[config.mk]
export PLATFORM = sky130hd
export DESIGN_NAME = filtered_object_fingerprint_hash_core
export DESIGN_NICKNAME = d
export VERILOG_FILES = /design/src/ffh_pkg.sv /design/src/ffh_fnv.sv /design/src/ffh_fmix.sv /design/src/filtered_object_fingerprint_hash_core.sv
export VERILOG_INCLUDE_DIRS = /design/src /design/src/src
export SDC_FILE = /design/constraint.sdc
export NUM_CORES = 2
export LEC_CHECK = 0
export ABC_CLOCK_PERIOD_IN_PS = 20100
export BUFFER_PORTS_ARGS = -buffer_cell sky130_fd_sc_hd__buf_2
export CAP_MARGIN = 20
export CORE_ASPECT_RATIO = 0.7
export CORE_UTILIZATION = 60
export CTS_CLUSTER_SIZE = 30
export DETAILED_ROUTE_END_ITERATION = 10
export HOLD_SLACK_MARGIN = 0.15
export PLACE_DENSITY = 0.79
export SYNTH_ARGS = -nofsm -noshare
export SYNTH_HDL_FRONTEND = slang
export SYNTH_HIERARCHICAL = 1
export SYNTH_SLANG_ARGS = --single-unit
[constraint.sdc]
create_clock -name clk -period 20.1 [get_ports clk]
set_input_delay 1.005 -clock clk [delete_from_list [all_inputs] [get_ports clk]]
set_output_delay 1.005 -clock clk [all_outputs]
set_load 0.01 [all_outputs]
[src/filtered_object_fingerprint_hash_core_defines.svh]
// ---------------------------------------------------------------------------
// filtered object fingerprint hash - assertion macros
// concurrent check wrappers, empty when SYNTHESIS is defined
// ---------------------------------------------------------------------------
`ifndef FILTERED_OBJECT_FINGERPRINT_HASH_CORE_DEFINES_SVH
`define FILTERED_OBJECT_FINGERPRINT_HASH_CORE_DEFINES_SVH

`ifndef SYNTHESIS

// same-cycle implication, sampled on clk, off during rst
`define FFH_ASSERT_NOW(label, ante, cons, msg) \
  label: assert property (@(posedge clk) disable iff (rst) (ante) |-> (cons)) \
    else $error(msg);

// next-cycle implication, sampled on clk, off during rst
`define FFH_ASSERT_NEXT(label, ante, cons, msg) \
  label: assert property (@(posedge clk) disable iff (rst) (ante) |=> (cons)) \
    else $error(msg);

`else

`define FFH_ASSERT_NOW(label, ante, cons, msg)
`define FFH_ASSERT_NEXT(label, ante, cons, msg)

`endif

`endif

[src/ffh_pkg.sv]
`timescale 1ns / 1ps
// ---------------------------------------------------------------------------
// ffh_pkg
// shared constants and types of the filtered object fingerprint hash
// ---------------------------------------------------------------------------
package ffh_pkg;

  // field and word widths
  localparam int unsigned WORD_W   = 64;
  localparam int unsigned BYTE_W   = 8;
  localparam int unsigned INDEX_W  = 31;
  localparam int unsigned COUNT_W  = 32;

  // bytes folded per word and per record (index, address, flags)
  localparam int unsigned WORD_BYTES   = WORD_W / BYTE_W;
  localparam int unsigned RECORD_BYTES = 3 * WORD_BYTES;
  localparam int unsigned SR_W         = RECORD_BYTES * BYTE_W;
  localparam int unsigned CNT_W        = $clog2(RECORD_BYTES + 1);

  // fnv-1a 64: prime is 2^40 + 0x1b3
  localparam logic [WORD_W-1:0] FNV_BASIS       = 64'hCBF29CE484222325;
  localparam logic [8:0]        FNV_PRIME_LO    = 9'h1B3;
  localparam int unsigned       FNV_PRIME_SHIFT = 40;

  // murmur3 fmix64 constants
  localparam logic [WORD_W-1:0] MIX_K1    = 64'hFF51AFD7ED558CCD;
  localparam logic [WORD_W-1:0] MIX_K2    = 64'hC4CEB9FE1A85EC53;
  localparam int unsigned       MIX_SHIFT = 33;

  // fold unit control
  typedef struct packed {
    logic             load;
    logic             clear;
    logic [CNT_W-1:0] nbytes;
  } fnv_ctrl_t;

endpackage

[src/ffh_fnv.sv]
`timescale 1ns / 1ps
// ---------------------------------------------------------------------------
// ffh_fnv
// byte-serial fnv-1a fold: a shift register hands one byte per cycle
// to a single round of xor and multiply by the fnv prime
// ---------------------------------------------------------------------------
module ffh_fnv (
  input  logic                          clk,
  input  logic                          rst,
  input  ffh_pkg::fnv_ctrl_t            ctrl,
  input  logic [ffh_pkg::SR_W-1:0]      load_data,
  output logic                          busy,
  output logic [ffh_pkg::WORD_W-1:0]    hash
);

  logic [ffh_pkg::SR_W-1:0]   sr;
  logic [ffh_pkg::CNT_W-1:0]  cnt;
  logic [ffh_pkg::WORD_W-1:0] mixed;
  logic [ffh_pkg::WORD_W-1:0] hash_next;

  assign busy = (cnt != '0);

  // one fnv round: xor the low byte, then multiply by 2^40 + 0x1b3
  assign mixed     = hash ^ {{(ffh_pkg::WORD_W-ffh_pkg::BYTE_W){1'b0}},
                             sr[ffh_pkg::BYTE_W-1:0]};
  assign hash_next = ffh_pkg::WORD_W'(mixed * ffh_pkg::FNV_PRIME_LO)
                   + {mixed[ffh_pkg::WORD_W-ffh_pkg::FNV_PRIME_SHIFT-1:0],
                      {ffh_pkg::FNV_PRIME_SHIFT{1'b0}}};

  // running hash and byte counter
  always_ff @(posedge clk) begin
    if (rst) begin
      hash <= ffh_pkg::FNV_BASIS;
      cnt  <= '0;
    end else begin
      if (ctrl.clear) begin
        hash <= ffh_pkg::FNV_BASIS;
      end else if (busy) begin
        hash <= hash_next;
      end
      if (ctrl.load) begin
        cnt <= ctrl.nbytes;
      end else if (busy) begin
        cnt <= cnt - 1'b1;
      end
    end
  end

  // byte shift register, least significant byte first
  always_ff @(posedge clk) begin
    if (ctrl.load) begin
      sr <= load_data;
    end else if (busy) begin
      sr <= sr >> ffh_pkg::BYTE_W;
    end
  end

endmodule

[src/ffh_fmix.sv]
`timescale 1ns / 1ps
// ---------------------------------------------------------------------------
// ffh_fmix
// murmur3 fmix64 finaliser; each 64-bit product is built one constant
// byte per cycle by a 64 x 8 multiply and accumulate
// ---------------------------------------------------------------------------
module ffh_fmix (
  input  logic                       clk,
  input  logic                       rst,
  input  logic                       start,
  input  logic [ffh_pkg::WORD_W-1:0] din,
  output logic                       valid,
  output logic [ffh_pkg::WORD_W-1:0] result
);

  localparam int unsigned DIGITS = ffh_pkg::WORD_BYTES;
  localparam int unsigned DIG_W  = $clog2(DIGITS);
  localparam int unsigned PROD_W = ffh_pkg::WORD_W + ffh_pkg::BYTE_W;

  typedef enum logic [2:0] {
    M_IDLE,
    M_MUL1,
    M_MID,
    M_MUL2,
    M_FIN,
    M_DONE
  } phase_t;

  phase_t                     phase;
  logic [ffh_pkg::WORD_W-1:0] mcand;
  logic [ffh_pkg::WORD_W-1:0] acc;
  logic [ffh_pkg::WORD_W-1:0] kreg;
  logic [DIG_W-1:0]           dig;
  logic [PROD_W-1:0]          prod;
  logic                       last_dig;

  // partial product of the shifted multiplicand and one constant byte
  assign prod     = mcand * kreg[ffh_pkg::BYTE_W-1:0];
  assign last_dig = (dig == DIG_W'(DIGITS - 1));
  assign valid    = (phase == M_DONE);

  // sequencer and datapath registers
  always_ff @(posedge clk) begin
    if (rst) begin
      phase <= M_IDLE;
    end else begin
      if (start) begin
        phase <= M_MUL1;
        mcand <= din ^ (din >> ffh_pkg::MIX_SHIFT);
        acc   <= '0;
        kreg  <= ffh_pkg::MIX_K1;
        dig   <= '0;
      end else begin
        case (phase)
          M_MUL1, M_MUL2: begin
            acc   <= acc + prod[ffh_pkg::WORD_W-1:0];
            mcand <= mcand << ffh_pkg::BYTE_W;
            kreg  <= kreg >> ffh_pkg::BYTE_W;
            dig   <= dig + 1'b1;
            if (last_dig) begin
              phase <= (phase == M_MUL1) ? M_MID : M_FIN;
            end
          end
          M_MID: begin
            mcand <= acc ^ (acc >> ffh_pkg::MIX_SHIFT);
            acc   <= '0;
            kreg  <= ffh_pkg::MIX_K2;
            dig   <= '0;
            phase <= M_MUL2;
          end
          M_FIN: begin
            result <= acc ^ (acc >> ffh_pkg::MIX_SHIFT);
            phase  <= M_DONE;
          end
          default: begin
            phase <= phase;
          end
        endcase
      end
    end
  end

endmodule

[src/filtered_object_fingerprint_hash_core.sv]
`timescale 1ns / 1ps
// ---------------------------------------------------------------------------
// filtered_object_fingerprint_hash_core
// counts and fnv-1a hashes object records whose flags hit the type mask,
// and on finish folds the count, applies fmix64 and emits the fingerprint
// ---------------------------------------------------------------------------
//  channel | handshake             | payload
//  --------+-----------------------+------------------------------------------
//  in      | in_valid / in_ready   | mode, object_index, object_address,
//          |                       | type_flags
//  out     | out_valid / out_ready | type_count, fingerprint
//  cfg     | cfg_wr_en             | cfg_wr_data (type mask)
//
//  a matched record is accepted, then the fold unit folds its 24 bytes in
//  byte rounds; a record that misses the mask is accepted and not folded.
//  a finish runs in order: accept, a fold of the 8 count bytes, a hand-off,
//  two products of 8 byte steps each closed by an xor-shift, the output load.
//  the output register lets the next record in while a fingerprint waits.
//  rst clears the mask, the count and the hash to the fnv offset basis.
// ---------------------------------------------------------------------------
`include "filtered_object_fingerprint_hash_core_defines.svh"

module filtered_object_fingerprint_hash_core (
  input  logic                        clk,
  input  logic                        rst,
  // configuration
  input  logic                        cfg_wr_en,
  input  logic [ffh_pkg::WORD_W-1:0]  cfg_wr_data,
  // input transaction
  input  logic                        in_valid,
  output logic                        in_ready,
  input  logic                        mode,
  input  logic [ffh_pkg::INDEX_W-1:0] object_index,
  input  logic [ffh_pkg::WORD_W-1:0]  object_address,
  input  logic [ffh_pkg::WORD_W-1:0]  type_flags,
  // output transaction
  output logic                        out_valid,
  input  logic                        out_ready,
  output logic [ffh_pkg::COUNT_W-1:0] type_count,
  output logic [ffh_pkg::WORD_W-1:0]  fingerprint
);

  typedef enum logic [1:0] {
    S_IDLE,
    S_FOLD_FIN,
    S_MIX
  } state_t;

  state_t                       state;
  logic [ffh_pkg::WORD_W-1:0]   type_mask;
  logic [ffh_pkg::COUNT_W-1:0]  match_count;
  logic [ffh_pkg::COUNT_W-1:0]  count_hold;

  ffh_pkg::fnv_ctrl_t           fnv_ctrl;
  logic [ffh_pkg::SR_W-1:0]     fnv_data;
  logic                         fnv_busy;
  logic [ffh_pkg::WORD_W-1:0]   fnv_hash;
  logic                         mix_start;
  logic                         mix_valid;
  logic [ffh_pkg::WORD_W-1:0]   mix_result;

  logic in_fire;
  logic rec_match;
  logic out_free;
  logic out_load;

  // handshake and control decode
  assign in_ready  = (state == S_IDLE) && !fnv_busy;
  assign in_fire   = in_valid && in_ready;
  assign rec_match = |(type_flags & type_mask);
  assign mix_start = (state == S_FOLD_FIN) && !fnv_busy;
  assign out_free  = !out_valid || out_ready;
  assign out_load  = (state == S_MIX) && mix_valid && out_free;

  // fold unit load: a matched record, or the count on finish
  always_comb begin
    fnv_ctrl.load   = in_fire && (mode || rec_match);
    fnv_ctrl.clear  = mix_start;
    fnv_ctrl.nbytes = mode ? ffh_pkg::CNT_W'(ffh_pkg::WORD_BYTES)
                           : ffh_pkg::CNT_W'(ffh_pkg::RECORD_BYTES);
    if (mode) begin
      fnv_data = {{(ffh_pkg::SR_W-ffh_pkg::COUNT_W){1'b0}}, match_count};
    end else begin
      fnv_data = {type_flags, object_address,
                  {(ffh_pkg::WORD_W-ffh_pkg::INDEX_W){1'b0}}, object_index};
    end
  end

  ffh_fnv u_fnv (
    .clk       (clk),
    .rst       (rst),
    .ctrl      (fnv_ctrl),
    .load_data (fnv_data),
    .busy      (fnv_busy),
    .hash      (fnv_hash)
  );

  ffh_fmix u_fmix (
    .clk    (clk),
    .rst    (rst),
    .start  (mix_start),
    .din    (fnv_hash),
    .valid  (mix_valid),
    .result (mix_result)
  );

  // state, count, mask and output register
  always_ff @(posedge clk) begin
    if (rst) begin
      state       <= S_IDLE;
      type_mask   <= '0;
      match_count <= '0;
      out_valid   <= 1'b0;
    end else begin
      if (cfg_wr_en) begin
        type_mask <= cfg_wr_data;
      end
      case (state)
        S_IDLE: begin
          if (in_fire && mode) begin
            count_hold  <= match_count;
            match_count <= '0;
            state       <= S_FOLD_FIN;
          end else if (in_fire && rec_match) begin
            match_count <= match_count + 1'b1;
          end
        end
        S_FOLD_FIN: begin
          if (!fnv_busy) begin
            state <= S_MIX;
          end
        end
        S_MIX: begin
          if (out_load) begin
            state <= S_IDLE;
          end
        end
        default: begin
          state <= S_IDLE;
        end
      endcase
      if (out_load) begin
        out_valid   <= 1'b1;
        type_count  <= count_hold;
        fingerprint <= mix_result;
      end else if (out_ready) begin
        out_valid <= 1'b0;
      end
    end
  end

  // checks
  `FFH_ASSERT_NEXT(a_match_starts_fold, in_fire && !mode && rec_match, fnv_busy,
                   "matched record did not start the fold")
  `FFH_ASSERT_NEXT(a_finish_clears_count, in_fire && mode, match_count == '0,
                   "finish did not clear the count")
  `FFH_ASSERT_NOW(a_fold_idle_in_mix, state == S_MIX, !fnv_busy,
                  "fold unit running during finalise")
  `FFH_ASSERT_NEXT(a_out_load_sets_valid, out_load,
                   out_valid && fingerprint == $past(mix_result), "result not captured")

endmodule
==> flow_summary.ini <==
[sta]
worstMarginPinSlew_ns = 1.16
finalCritPeriodShare_pct = 32.9
max_freq_mhz = 151
fin_setup_tns_ns = 0
fin_worst_skew_ns = 0.0651
rsz0062_at_grt = no
setup_violations = 0
finalHoldViolCount = 0
maxSlewHeadroom_pct = 22.6
period_needed_ns = 6.60
maxSlewViolCount = 0

[die]
initial_core_util_pct = 60.8
die_width_um = 376
num_io_pins = 327
coreArea_mm2 = 0.0964
die_h_um = 264
dieArea_mm2 = 0.0990
rows = 95

[job]
drv_cap = 0

[logic_synthesis]
syn-cell-area_mm2 = 0.0587
synth.distinct_cells = 108
synthArstFlopShare_pct = 0
synthCells = 5493
syn_area_per_cell_um2 = 10.7
synth-seq-area-share_pct = 35.0
ys_warn_count = 6
ys_ff_latch = 741
ys_top_cells_by_area = edfxtp_1 (29%), fa_1 (21%), ha_1 (5.9%)
synth_largest_area_cell = edfxtp_1
netlist.area_leader.share_pct = 29.2
synthFlopType = edfxtp_1
synth_edf_count = 570

[critical_path]
cp_max_fo = 5
worst-setup-path-type = reg2reg
r2r_slack_ns = 13.50
reg2reg_depth = 20
cp.required_ns = 20.67
start_kind = flop
r2r_end = u_fnv/hash[63]
endpoint = u_fnv/hash[63]
worst_r2r_startpoint = u_fnv/sr[1]
cp-end-kind = flop
critical_path.startpoint = u_fnv/sr[1]
cp.arrival_ns = 7.17

[final_layout]
drive_above_1_share_pct = 13.5
stdcell_area_mm2 = 0.0641
layout.cells.non_filler = 7119
fill_cells = 7426
multi_input_area_mm2 = 0.0339
final_util_pct = 66.5
area.growth.synth_to_final_pct = 9.28
nets = 6859
regArea_mm2 = 0.0205

[cts]
max-clock-path-buffers = 3
cts_tree = done
holdBufCountCts = 0
cts.sinks = 741
cts.clk_slew.worst_paths_ns = 0.07
cts_setup_buffers = 0
insertion_delay_ns = 0.72
cts_made_buffers = 78
clockRootBuffer = clkbuf_16
htreeDepth = 3
post_cts_resized = 0

[place]
placed_cells_incl_taps = 6962
hpwl_mm = 122
place.port_buffers = 326
finalWeightedCongestion = 1.05
dpl_cell_area_mm2 = 0.0613

[global_routing]
grt_pass1_wl_mm = 249
grt_max_degree = 173
antenna_found_initial = 19
grt_usage_pct = 33.5
grt_overflow = 0
grt_pass1_vias = 41116

[run_status]
status = finished clean

[detailed_routing]
vias_per_cell = 5.87
ant_nets = 0
detail_route.first_pass.iterations = 6
drt_iter0_drc = 5085
vias = 41808
drc = 0
wl_per_cell_um = 23.1
wl_mm = 164

[min_path]
hold_class = reg2reg
[synthesized netlist by cell type (7+ instances only)]
library cell,number
buf_1,21
a211oi_1,12
nor4_1,11
or3_1,34
o41ai_1,8
buf_2,10
edfxtp_1,570
and2_1,371
a21o_1,79
ha_1,277
o21ai_0,170
xor2_1,141
nand2b_1,9
fa_1,619
nor3_1,32
a21oi_1,193
a31oi_1,23
a22o_1,9
or2_2,7
o21bai_1,25
o21a_1,23
xnor2_1,124
and3_1,23
nand2_1,425
nor2_1,255
dfxtp_1,171
o31ai_1,7
nand3_1,45
nand4_1,44
inv_1,885
a22oi_1,17
mux2i_1,127
o211ai_1,23
nor2b_1,145
mux2_2,215
clkbuf_1,176
a221oi_1,8
[cells by family (layout without fill, tap and decap cells)]
family,count (synthesis),after routing,synth area share (%)
other,2,49,0.0128
muxes,342,342,6.30
buffers and inverters,1117,1387,7.40
adders and majority gates,896,896,27.0
xor gates and xnor gates,265,265,3.96
AOI/OAI and AO/OA,692,692,7.86
DFF,741,741,35.0
and+or+nand+nor,1438,1438,12.4
[per-layer routing]
metal | part of all wire, % | track usage (%) | wire length, um | vias up
li1 | - | - | - | 18434
met2 | 40 | 43.9 | 65500 | 2399
met1 | 43 | 51.0 | 71100 | 20668
met3 | 14 | 12.6 | 23400 | 297
met5 | 0.041 | 0 | 68 | -
met4 | 2.7 | 9.53 | 4490 | 10
[cells in the final DEF, fill, tap and decap left out, types with 25 or more instances in the layout]
cell type and instances:
ha_1 277, nand3_1 45, and2_1 371, o21bai_1 25
clkbuf_16 79, nor2_1 251, mux2i_1 127, xnor2_1 124
o21ai_0 170, nor3_1 32, xor2_1 141, buf_4 30
nand4_1 44, fa_1 619, buf_2 323, nand2_1 425
edfxtp_1 570, dfxtp_1 171, a21oi_1 193, nor2b_1 145
mux2_2 215, conb_1 36, inv_1 884, a21o_1 79
or3_1 34
[layout make-up]
cell class	instances	share of cell area, %
repair buffers	356	2.97
inverters	888	5.21
multi-input cells	3669	53.0
clock inverters	49	0.992
well taps	1309	2.56
diodes	13	0.0508
clock buffers	94	3.21
flip-flops and latches	741	32.0
[state kept, by name (all words and copies together), names as in the netlist]
signal and flops:
u_fnv/sr 192, fingerprint 64, type_mask 64, u_fmix/acc 64, u_fmix/mcand 64, u_fmix/result 64, u_fnv/hash 64, u_fmix/kreg 55
count_hold 32, match_count 32, type_count 32, u_fnv/cnt 5, u_fmix/dig 3, u_fmix/phase 3, state 2, out_valid 1
[stage by stage]
stage / hold WS, ns / setup WS [ns]
floorplan: 0.400 / 9.38
global placement: 0.401 / 13.75
detailed placement: 0.405 / 13.68
CTS: 0.400 / 13.64
global route: 0.402 / 13.37
finish: 0.393 / 13.50
[worst min-delay path by stage]
stage | slack [ns] | cells after the start | end | startpoint
floorplan | 0.40 | 0 | fingerprint[0] | u_fmix/result[0]
global placement | 0.40 | 0 | fingerprint[61] | u_fmix/result[61]
detailed placement | 0.40 | 0 | fingerprint[19] | u_fmix/result[19]
CTS | 0.40 | 0 | fingerprint[5] | u_fmix/result[5]
global route | 0.40 | 0 | fingerprint[5] | u_fmix/result[5]
finish | 0.39 | 0 | fingerprint[5] | u_fmix/result[5]
[critical path, cell delays in order (launching register included)]
cell and delay, ns:
edfxtp_1 0.45, xnor2_1 0.53, inv_1 0.14, ha_1 0.39, xor2_1 0.19, ha_1 0.20
or2_2 0.31, fa_1 0.56, fa_1 0.43, ha_1 0.31, ha_1 0.38, and3_2 0.24
a221o_2 0.44, o211ai_1 0.24, and3_1 0.29, nor2_1 0.15, a21o_1 0.23, a21oi_1 0.45
o31ai_1 0.22, xnor2_1 0.17, o22a_1 0.19
Power is left out: the tool's default activity adds up to more than one toggle a clock period on the data nets, which glitch-free logic cannot reach.
